**config.mk**
```make
export PLATFORM = sky130hd
export DESIGN_NAME = gait_phase_scheduler_core_flat
export DESIGN_NICKNAME = d
export VERILOG_FILES = /design/src/rtl/gps_pkg.sv /design/src/rtl/gps_if.sv /design/src/rtl/gps_ctrl.sv /design/src/rtl/gps_dp.sv /design/src/rtl/gait_phase_scheduler_core.sv /design/src/flat_wrapper.sv
export VERILOG_INCLUDE_DIRS = /design/src /design/src/rtl
export SDC_FILE = /design/constraint.sdc
export NUM_CORES = 2
export LEC_CHECK = 0
export ABC_AREA = 0
export BUFFER_PORTS_ARGS = -buffer_cell sky130_fd_sc_hd__buf_2
export CORE_MARGIN = 1.5
export CORE_UTILIZATION = 60
export DETAILED_ROUTE_END_ITERATION = 10
export PLACE_DENSITY_LB_ADDON = 0.15
export SYNTH_ARGS = -nofsm -noshare
export SYNTH_HDL_FRONTEND = slang
export SYNTH_SLANG_ARGS = --single-unit
export TNS_END_PERCENT = 5
```
**constraint.sdc**
```tcl
create_clock -name clk -period 11.2 [get_ports clk]
set_input_delay 0.56 -clock clk [delete_from_list [all_inputs] [get_ports clk]]
set_output_delay 0.56 -clock clk [all_outputs]
set_load 0.005 [all_outputs]
```
**src/rtl/gait_phase_scheduler_core_assert.svh**
```systemverilog
// Assertion macros for the gait phase scheduler.
`ifndef GAIT_PHASE_SCHEDULER_CORE_ASSERT_SVH
`define GAIT_PHASE_SCHEDULER_CORE_ASSERT_SVH
`ifndef SYNTHESIS
`define GPS_ASSERT_IMP(label, clk, rst_n, a, c, msg) \
  label: assert property (@(posedge clk) disable iff (!rst_n) (a) |-> (c)) else $error(msg);
`define GPS_ASSERT_NXT(label, clk, rst_n, a, c, msg) \
  label: assert property (@(posedge clk) disable iff (!rst_n) (a) |=> (c)) else $error(msg);
`else
`define GPS_ASSERT_IMP(label, clk, rst_n, a, c, msg)
`define GPS_ASSERT_NXT(label, clk, rst_n, a, c, msg)
`endif
`endif

```
**src/rtl/gps_pkg.sv**
```systemverilog
// Shared types and constants of the gait phase scheduler.
package gps_pkg;
  localparam int GPS_LEGS = 4;
  localparam int GPS_MAX_SEGMENTS = 16;
  localparam int GPS_FRAC_BITS = 16;
  localparam int TIME_W = 64;
  localparam int NS_W = 40;
  localparam int SEG_W = 4;
  localparam int LEG_W = 2;
  localparam int PROG_W = 17;
  localparam int CFG_IDX_W = 3;
  localparam int CFG_DATA_W = 40;

  localparam logic [CFG_IDX_W-1:0] REG_PERIOD = 3'd0;
  localparam logic [CFG_IDX_W-1:0] REG_CONTACT = 3'd1;
  localparam logic [CFG_IDX_W-1:0] REG_SEGS = 3'd2;
  localparam logic [CFG_IDX_W-1:0] REG_OFF0 = 3'd3;
  localparam logic [CFG_IDX_W-1:0] REG_OFF3 = 3'd6;

  typedef struct packed {
    logic [SEG_W-1:0]  segment_index;
    logic [LEG_W-1:0]  leg_index;
    logic              in_contact;
    logic [PROG_W-1:0] contact_progress;
    logic [PROG_W-1:0] swing_progress;
    logic              last;
  } gps_out_t;

  typedef struct packed {
    logic             kind;
    logic [TIME_W-1:0] time_ns;
  } gps_in_t;

  typedef enum logic [3:0] {
    OP_NONE, OP_LOAD, OP_SINGLE, OP_TIME, OP_OFFSET, OP_CUR, OP_PHASE, OP_FRAC, OP_NEXT
  } gps_op_t;

  typedef struct packed {
    gps_op_t op;
    logic    start;
  } gps_cmd_t;

  typedef struct packed {
    logic busy;
    logic last_leg;
    logic last_row;
  } gps_sts_t;
endpackage

```
**src/rtl/gps_if.sv**
```systemverilog
// Valid/ready channel carrying one payload.
interface gps_if #(parameter type T = logic) ();
  logic valid;
  logic ready;
  T     data;
  modport source (output valid, output data, input ready);
  modport sink (input valid, input data, output ready);
endinterface

```
**src/rtl/gps_ctrl.sv**
```systemverilog
// Sequencing state machine of the gait phase scheduler.
module gps_ctrl (
  input  logic          clk,
  input  logic          rst_n,
  input  logic          in_valid,
  output logic          in_ready,
  input  logic          out_busy,
  input  gps_pkg::gps_sts_t sts,
  output gps_pkg::gps_cmd_t cmd,
  output logic          emit
);
  import gps_pkg::*;
  typedef enum logic [3:0] {
    S_IDLE, S_SINGLE, S_TIME, S_OFFSET, S_CUR, S_PHASE, S_FRAC, S_EMIT, S_NEXT
  } state_t;
  state_t state_r;
  logic started_r;

  assign in_ready = (state_r == S_IDLE);
  assign emit = (state_r == S_EMIT) && !out_busy;

  always_comb begin
    cmd.op = OP_NONE;
    cmd.start = !started_r;
    case (state_r)
      S_IDLE: begin
        if (in_valid) cmd.op = OP_LOAD;
      end
      S_SINGLE: cmd.op = OP_SINGLE;
      S_TIME: cmd.op = OP_TIME;
      S_OFFSET: cmd.op = OP_OFFSET;
      S_CUR: cmd.op = OP_CUR;
      S_PHASE: cmd.op = OP_PHASE;
      S_FRAC: cmd.op = OP_FRAC;
      S_NEXT: cmd.op = OP_NEXT;
      default: cmd.op = OP_NONE;
    endcase
  end

  // Each iterating op runs while sts.busy; started_r is clear in its first cycle.
  always_ff @(posedge clk) begin
    if (!rst_n) begin
      state_r <= S_IDLE;
      started_r <= 1'b0;
    end else begin
      case (state_r)
        S_IDLE: begin
          started_r <= 1'b0;
          if (in_valid) state_r <= S_SINGLE;
        end
        S_SINGLE, S_TIME, S_OFFSET, S_CUR, S_FRAC: begin
          if (!started_r) started_r <= 1'b1;
          else if (!sts.busy) begin
            started_r <= 1'b0;
            case (state_r)
              S_SINGLE: state_r <= S_TIME;
              S_TIME: state_r <= S_OFFSET;
              S_OFFSET: state_r <= S_CUR;
              S_CUR: state_r <= S_PHASE;
              default: state_r <= S_EMIT;
            endcase
          end
        end
        S_PHASE: state_r <= S_FRAC;
        S_EMIT: begin
          if (!out_busy) state_r <= S_NEXT;
        end
        S_NEXT: begin
          if (sts.last_leg && sts.last_row) state_r <= S_IDLE;
          else if (sts.last_leg) state_r <= S_TIME;
          else state_r <= S_OFFSET;
        end
        default: state_r <= S_IDLE;
      endcase
    end
  end
endmodule

```
**src/rtl/gps_dp.sv**
```systemverilog
// Datapath: configuration, shared restoring divider and result fields.
module gps_dp #(
  parameter int LEGS = gps_pkg::GPS_LEGS,
  parameter int MAX_SEGMENTS = gps_pkg::GPS_MAX_SEGMENTS,
  parameter int PROGRESS_FRACTION_BITS = gps_pkg::GPS_FRAC_BITS
) (
  input  logic                           clk,
  input  logic                           rst_n,
  input  logic                           cfg_we,
  input  logic [gps_pkg::CFG_IDX_W-1:0]  cfg_index,
  input  logic [gps_pkg::CFG_DATA_W-1:0] cfg_data,
  input  gps_pkg::gps_in_t               in_item,
  input  gps_pkg::gps_cmd_t              cmd,
  output gps_pkg::gps_sts_t              sts,
  output gps_pkg::gps_out_t              result
);
  import gps_pkg::*;
  localparam int SW = $clog2(MAX_SEGMENTS + 1);
  localparam int RW = (MAX_SEGMENTS > 1) ? $clog2(MAX_SEGMENTS) : 1;
  localparam int LW = (LEGS > 1) ? $clog2(LEGS) : 1;
  localparam int CW = $clog2(TIME_W + 1);
  localparam int PW = PROGRESS_FRACTION_BITS + 1;

  logic [NS_W-1:0] period_r, contact_r;
  logic [4:0] segs_r;
  logic [SEG_W-1:0] off_r [4];

  always_ff @(posedge clk) begin
    if (!rst_n) begin
      period_r <= NS_W'(64'd1000000000);
      contact_r <= NS_W'(64'd500000000);
      segs_r <= 5'd10;
      off_r[0] <= 4'd0; off_r[1] <= 4'd5; off_r[2] <= 4'd5; off_r[3] <= 4'd0;
    end else if (cfg_we) begin
      case (cfg_index)
        REG_PERIOD: period_r <= cfg_data;
        REG_CONTACT: contact_r <= cfg_data;
        REG_SEGS: segs_r <= cfg_data[4:0];
        default: begin
          if (cfg_index >= REG_OFF0 && cfg_index <= REG_OFF3)
            off_r[2'(cfg_index - REG_OFF0)] <= cfg_data[3:0];
        end
      endcase
    end
  end

  logic [NS_W-1:0] period, swing;
  logic [SW-1:0] segs;
  always_comb begin
    period = (period_r == '0) ? NS_W'(1) : period_r;
    swing = (contact_r < period) ? period - contact_r : '0;
    if (segs_r == 5'd0) segs = SW'(1);
    else if (32'(segs_r) > MAX_SEGMENTS) segs = SW'(MAX_SEGMENTS);
    else segs = SW'(segs_r);
  end

  logic kind_r;
  logic [TIME_W-1:0] tcur_r;
  logic [NS_W-1:0] single_r, offm_r, cur_r, norm_r, fden_r;
  logic [RW-1:0] row_r;
  logic [LW-1:0] leg_r;
  logic stance_r, full_r;

  // Shared restoring divider: remainder r, quotient q, one bit a cycle.
  logic [TIME_W-1:0] dnum_r, q_r;
  logic [NS_W:0] rem_r;
  logic [NS_W-1:0] dden_r;
  logic [CW-1:0] cnt_r;
  logic [NS_W:0] rsh;
  logic [NS_W:0] rdiff;
  logic rge;
  always_comb begin
    rsh = {rem_r[NS_W-1:0], dnum_r[TIME_W-1]};
    rge = rsh >= {1'b0, dden_r};
    rdiff = rsh - {1'b0, dden_r};
  end
  assign sts.busy = (cnt_r != '0);
  assign sts.last_leg = (32'(leg_r) == LEGS - 1);
  assign sts.last_row = !kind_r || (32'(row_r) + 1 == 32'(segs));

  logic [SEG_W-1:0] offsel;
  logic [NS_W+SEG_W-1:0] offmul;
  logic [NS_W:0] fracnum;
  always_comb begin
    offsel = off_r[2'(leg_r)];
    offmul = offsel * single_r;
    fracnum = stance_r ? {1'b0, norm_r} : {1'b0, norm_r} - {1'b0, contact_r};
  end

  always_ff @(posedge clk) begin
    if (!rst_n) begin
      cnt_r <= '0;
    end else begin
      if (cnt_r != '0) begin
        cnt_r <= cnt_r - CW'(1);
        dnum_r <= {dnum_r[TIME_W-2:0], 1'b0};
        rem_r <= rge ? rdiff : rsh;
        q_r <= {q_r[TIME_W-2:0], rge};
      end
      case (cmd.op)
        OP_LOAD: begin
          kind_r <= in_item.kind;
          tcur_r <= in_item.time_ns;
          row_r <= '0;
          leg_r <= '0;
        end
        OP_SINGLE: if (cmd.start) begin
          dnum_r <= {24'd0, period}; dden_r <= NS_W'(segs);
          rem_r <= '0; cnt_r <= CW'(TIME_W);
        end else if (cnt_r == '0) single_r <= q_r[NS_W-1:0];
        OP_TIME: if (cmd.start) begin
          dnum_r <= tcur_r; dden_r <= period;
          rem_r <= '0; cnt_r <= CW'(TIME_W);
        end else if (cnt_r == '0) cur_r <= rem_r[NS_W-1:0];
        OP_OFFSET: if (cmd.start) begin
          dnum_r <= TIME_W'(offmul) << (TIME_W - NS_W - SEG_W);
          dden_r <= period; rem_r <= '0; cnt_r <= CW'(NS_W + SEG_W);
        end else if (cnt_r == '0) offm_r <= rem_r[NS_W-1:0];
        OP_CUR: if (cmd.start) begin
          cnt_r <= '0;
        end
        OP_PHASE: begin
          norm_r <= (cur_r > offm_r) ? cur_r - offm_r : period - (offm_r - cur_r);
          stance_r <= ((cur_r > offm_r) ? cur_r - offm_r : period - (offm_r - cur_r))
                      <= contact_r;
        end
        OP_FRAC: if (cmd.start) begin
          fden_r <= stance_r ? contact_r : swing;
          full_r <= (stance_r ? contact_r : swing) == '0 ? 1'b0 :
                    fracnum >= {1'b0, (stance_r ? contact_r : swing)};
          dnum_r <= '0; dden_r <= stance_r ? contact_r : swing;
          rem_r <= fracnum; q_r <= '0;
          cnt_r <= ((stance_r ? contact_r : swing) == '0) ? '0 :
                   CW'(PROGRESS_FRACTION_BITS);
        end
        OP_NEXT: begin
          if (sts.last_leg) begin
            leg_r <= '0;
            row_r <= row_r + RW'(1);
            tcur_r <= tcur_r + TIME_W'(single_r);
          end else leg_r <= leg_r + LW'(1);
        end
        default: ;
      endcase
    end
  end

  logic [PW-1:0] prog;
  always_comb begin
    if (fden_r == '0) prog = '0;
    else if (full_r) prog = PW'(1) << PROGRESS_FRACTION_BITS;
    else prog = q_r[PW-1:0];
    result.segment_index = SEG_W'(row_r);
    result.leg_index = LEG_W'(leg_r);
    result.in_contact = stance_r;
    result.contact_progress = stance_r ? PROG_W'(prog) : '0;
    result.swing_progress = stance_r ? '0 : PROG_W'(prog);
    result.last = sts.last_leg && sts.last_row;
  end
endmodule

```
**src/rtl/gait_phase_scheduler_core.sv**
```systemverilog
// Top level of the gait phase scheduler.
//  channel | dir | payload
//  in_     | in  | kind, time_ns
//  out_    | out | segment_index, leg_index, in_contact, progress, last
//  cfg_    | in  | we, index, data (40 bit)
// Each input is taken and its segment length formed; then per table row the time
// mod period, then per result the offset mod period, phase and progress
// quotient; kind 0 yields a single row, kind 1 a table of up to sixteen rows.
// Reset is synchronous; an item is taken only when idle; a stalled output holds
// the sequencer in its emit state.
`include "gait_phase_scheduler_core_assert.svh"
module gait_phase_scheduler_core #(
  parameter int LEGS = gps_pkg::GPS_LEGS,
  parameter int MAX_SEGMENTS = gps_pkg::GPS_MAX_SEGMENTS,
  parameter int PROGRESS_FRACTION_BITS = gps_pkg::GPS_FRAC_BITS
) (
  input  logic                           clk,
  input  logic                           rst_n,
  input  logic                           cfg_we,
  input  logic [gps_pkg::CFG_IDX_W-1:0]  cfg_index,
  input  logic [gps_pkg::CFG_DATA_W-1:0] cfg_data,
  gps_if.sink                            in_ch,
  gps_if.source                          out_ch
);
  import gps_pkg::*;
  gps_cmd_t cmd;
  gps_sts_t sts;
  gps_out_t res;
  logic emit, out_valid_r;
  gps_out_t out_r;

  gps_ctrl u_ctrl (
    .clk, .rst_n, .in_valid(in_ch.valid), .in_ready(in_ch.ready),
    .out_busy(out_valid_r && !out_ch.ready), .sts, .cmd, .emit
  );
  gps_dp #(.LEGS(LEGS), .MAX_SEGMENTS(MAX_SEGMENTS),
           .PROGRESS_FRACTION_BITS(PROGRESS_FRACTION_BITS)) u_dp (
    .clk, .rst_n, .cfg_we, .cfg_index, .cfg_data, .in_item(in_ch.data),
    .cmd, .sts, .result(res)
  );

  always_ff @(posedge clk) begin
    if (!rst_n) out_valid_r <= 1'b0;
    else if (emit) out_valid_r <= 1'b1;
    else if (out_ch.ready) out_valid_r <= 1'b0;
    if (emit) out_r <= res;
  end
  assign out_ch.valid = out_valid_r;
  assign out_ch.data = out_r;

  `GPS_ASSERT_IMP(a_no_overwrite, clk, rst_n, emit, !out_valid_r || out_ch.ready, "result overwritten")
  `GPS_ASSERT_NXT(a_emit_valid, clk, rst_n, emit, out_valid_r, "emitted result not shown")
  `GPS_ASSERT_IMP(a_idle_take, clk, rst_n, in_ch.valid && in_ch.ready, cmd.op == OP_LOAD, "take without load")
endmodule
```
**src/flat_wrapper.sv**
```systemverilog
// flat-port wrapper written by rule: the top's interface ports become plain ports
module gait_phase_scheduler_core_flat import gps_pkg::*;
#(
  parameter int LEGS = gps_pkg::GPS_LEGS,
  parameter int MAX_SEGMENTS = gps_pkg::GPS_MAX_SEGMENTS,
  parameter int PROGRESS_FRACTION_BITS = gps_pkg::GPS_FRAC_BITS
)
  (clk, rst_n, cfg_we, cfg_index, cfg_data, in_ch_valid, in_ch_data, in_ch_ready, out_ch_valid, out_ch_data, out_ch_ready);
  gps_if in_ch_i ();
  gps_if out_ch_i ();
  input  logic clk;
  input  logic rst_n;
  input  logic cfg_we;
  input  logic [gps_pkg::CFG_IDX_W-1:0] cfg_index;
  input  logic [gps_pkg::CFG_DATA_W-1:0] cfg_data;
  input wire logic [$bits(in_ch_i.valid)-1:0] in_ch_valid;
  input wire logic [$bits(in_ch_i.data)-1:0] in_ch_data;
  output wire logic [$bits(in_ch_i.ready)-1:0] in_ch_ready;
  output wire logic [$bits(out_ch_i.valid)-1:0] out_ch_valid;
  output wire logic [$bits(out_ch_i.data)-1:0] out_ch_data;
  input wire logic [$bits(out_ch_i.ready)-1:0] out_ch_ready;
  assign in_ch_i.valid = in_ch_valid;
  assign in_ch_i.data = in_ch_data;
  assign in_ch_ready = in_ch_i.ready;
  assign out_ch_valid = out_ch_i.valid;
  assign out_ch_data = out_ch_i.data;
  assign out_ch_i.ready = out_ch_ready;
  gait_phase_scheduler_core #(.LEGS(LEGS), .MAX_SEGMENTS(MAX_SEGMENTS), .PROGRESS_FRACTION_BITS(PROGRESS_FRACTION_BITS)) u_core (.clk(clk), .rst_n(rst_n), .cfg_we(cfg_we), .cfg_index(cfg_index), .cfg_data(cfg_data), .in_ch(in_ch_i), .out_ch(out_ch_i));
endmodule
```
==> results.toml <==
[run_status]
status = "complete, no violations"

[critical_path]
reg2reg_from = "u_core.u_dp.period_r[39]"
arrival_ns = 7.13
critPathKind = "flip-flop to flip-flop"
crit_fanout = 6
reg2reg_to = "u_core.u_dp.stance_r"
cp_data_required_time_ns = 11.58
reg2reg_slack_ns = 4.46
end_kind = "flip-flop"
worstSetupEndpoint = "u_core.u_dp.stance_r"
r2r_cells = 21
cp_slowest_cell = "nor4_1"
crit_path_max_incr_delay_ns = 0.75
cp_cell_sequence = "nor4_1 > nand4_1 > nor3_1 > nor2_1 > inv_1 > ha_1 > a21o_1 > a21o_1 > a2111oi_0 > o211ai_1 > a21boi_0 > o21ai_0 > a31oi_1 > xor2_1 > o21ai_0 > ha_1 > nand4_1 > nor4_1 > o21ai_0 > a311oi_1 > o21ai_0"
cp_common_cell = "o21ai_0"
critPathLaunchType = "flip-flop"
startpoint = "u_core.u_dp.period_r[39]"

[synthesis]
syn_area_mm2 = 0.0433
netlist.area_leader.share_pct = 29.7
synth_xor_area_share_pct = 5.18
yosysSeqAreaShare_pct = 34.3
syn-num-nets = 5441
synthMuxAreaShare_pct = 0.986
synthFlopType = "edfxtp_1"
synth_top_area_cell = "edfxtp_1"
async_flop_share_pct = 0
synth_edf_count = 428
yosysWarningCount = 0
ys_ff_latch = 528
syn_inst = 4941
synth_compound_area_share_pct = 21.8
synth_top_family_by_area = "compound AO/OA/AOI/OAI gates"
synthSimpleGateAreaFrac_pct = 16.6
ys_types = 102
synth.area.top_cells = "edfxtp_1, ha_1, nand2_1, fa_1, a21oi_1"
synthAdderAreaFrac_pct = 15.1
avgSynthCellArea_um2 = 8.75

[floorplanning]
die_w_um = 271
core_area_mm2 = 0.0714
fp-row-count = 98
boundaryPins = 52
initial_core_util_pct = 60.6
die_height_um = 271
die_area_mm2 = 0.0737

[timing]
rsz0062_at_grt = "false"
setup_tns_ns = 0
clock.fmax_mhz = 148
clock_skew_ns = 0.0259
period_minus_slack_ns = 6.74
maxSlewHeadroom_pct = 19.7
slew_viol_final = 0
layout_worst_path_cycle_share_pct = 60.2
worstMarginPinSlew_ns = 1.20
setup_violations = 0
finalHoldViolations = 0

[cells_and_area]
nNetsFinal = 5343
layout-drive-gt1-share_pct = 5.15
fillers = 6078
final_area_mm2 = 0.0461
layout_common_cells = "nand2_1, inv_1, edfxtp_1"
synthToLayoutAreaGrowth_pct = 6.62
final_common_cell = "nand2_1"
n_antenna_cell = 0

[clock_tree]
clk_pin_slew_ns = 0.06
cts_hold_buf = 0
clock-sinks = 528
clk_latency_ns = 0.66
cts.path.max_buffers = 3
cts_root_buf = "clkbuf_16"
post-cts-setup-buffers = 0
ctsResizeCount = 0
htreeDepth = 2
cts_buffers = 58
cts_tree = "built"

[placed_design]
post-dp-hpwl_um = 104000
globalplace.congestion = 1.03
port_buffers = 51
dpl-instance-area_mm2 = 0.0442

[routing]
ant_nets = 0
drc = 0
wire_per_inst_um = 23.2
vias = 37700
routed_wl_um = 136000
first_pass_iters = 7
drt_iter0_drc = 4330
avgViaCountPerCell = 6.46

[grt]
antenna_found_initial = 3
grt_usage_pct = 36.2
grt_pass1_vias = 35500
overflow = 0
grt_max_degree = 148
grt_pass1_wl_um = 207000

[power]
power_leakage_nw = 19.3
powerDensity_mw_per_mm2 = 225
irDropWorstVdd_uv = 217

[job]
maxCapViolCount = 0

[hold_path]
hold_start = "cfg_data[8]"
min_path_type = "input port to flip-flop"
-- metrics by stage --
stage	worst slack (ns)	utilization (%)	std cells	hold slack, ns	power (mW)
floorplan	5.99	-	4941	0.426	6.80
global placement	4.62	61.9	5733	0.436	8.19
detailed placement	4.51	61.9	5733	0.443	8.28
CTS	4.46	64.6	5843	0.133	10.3
global route	4.06	64.6	5843	0.154	11.0
finish	4.46	64.6	5843	0.157	10.4
-- worst max-delay path, delay by kind of cell, from the launching register on --
family | cells | cell delay [ns]
xor+xnor | 1 | 0.16
fa+ha+maj | 2 | 0.65
compound gates | 11 | 3.47
flops | 1 | 0.64
simple gates | 6 | 1.37
buf+inv | 1 | 0.17
-- cells by family after synthesis --
kind of cell	after synthesis
DFF	528
muxes	37
AOI/OAI and AO/OA	1435
and+or+nand+nor	1559
buffers and inverters	675
xor gates and xnor gates	256
adders and majority gates	451
-- per-layer routing --
metal  share of wire, %  up-vias  track usage [%]  wire [um]
li1                   -    17500                -          -
met1                 42    18100             49.9      56800
met2                 45     1792             57.8      61000
met3                8.7      300             4.80      11700
met4                4.5        4             14.6       6040
met5              0.020        -                0         27
-- worst min-delay path by stage --
stage,end,slack [ns],depth (start not counted)
floorplan,u_core.u_dp.single_r[39],0.43,0
global placement,u_core.u_dp.single_r[39],0.44,0
detailed placement,u_core.u_dp.single_r[39],0.44,0
CTS,u_core.u_dp.contact_r[10],0.13,3
global route,u_core.u_dp.contact_r[10],0.15,3
finish,u_core.u_dp.contact_r[8],0.16,3
-- registers in the layout (all words and copies together), names as in the netlist, named ones only --
signal and count:
u_core.u_dp.off_r 16, u_core.u_dp.dnum_r 64, u_core.u_dp.contact_r 40, u_core.u_dp.norm_r 40, u_core.u_ctrl.started_r 1, u_core.u_dp.single_r 40
u_core.u_dp.leg_r 2, u_core.u_dp.cnt_r 7, u_core.out_ch.data 1, u_core.out_ch.valid 1, u_core.u_dp.tcur_r 64, u_core.u_dp.segs_r 5
u_core.u_dp.cur_r 40, u_core.u_dp.dden_r 40, u_core.u_dp.period_r 40, u_core.u_dp.q_r 40, u_core.u_dp.rem_r 40, u_core.u_dp.offm_r 40
u_core.u_ctrl.state_r 4, u_core.u_dp.stance_r 1
-- Yosys cell counts (38+ instances only) --
cell      instances
nand2_1         695
edfxtp_1        428
inv_1           428
a21oi_1         406
ha_1            333
nor2_1          306
o21ai_0         270
clkbuf_1        215
a21o_1          156
xnor2_1         156
fa_1            118
dfxtp_1         100
xor2_1          100
nand3_1          77
and2_1           76
nor3_1           71
o211ai_1         68
a21boi_0         65
nand4_1          61
nand2b_1         55
o21a_1           53
a31oi_1          49
nor2b_1          49
and3_1           44
o22ai_1          38
-- area by class of cell --
type                            count  area [um^2]  share of cell area (%)
Tap cell                          950         1190                    2.58
Clock inverter                     30          367                   0.795
Multi-Input combinational cell   3738        25900                    56.3
Inverter                          428         1610                    3.48
Sequential cell                   528        14900                    32.2
Clock buffer                       80         1590                    3.46
Timing Repair Buffer               89          563                    1.22
-- report_power, final --
group          total, mW  switching (mW)  leakage [nW]  internal, mW
clock               2.00           0.861         0.942          1.14
sequential          3.18           0.365          4.87          2.81
combinational       5.22            3.28          13.5          1.94
Power figures use the tool's default switching activity.
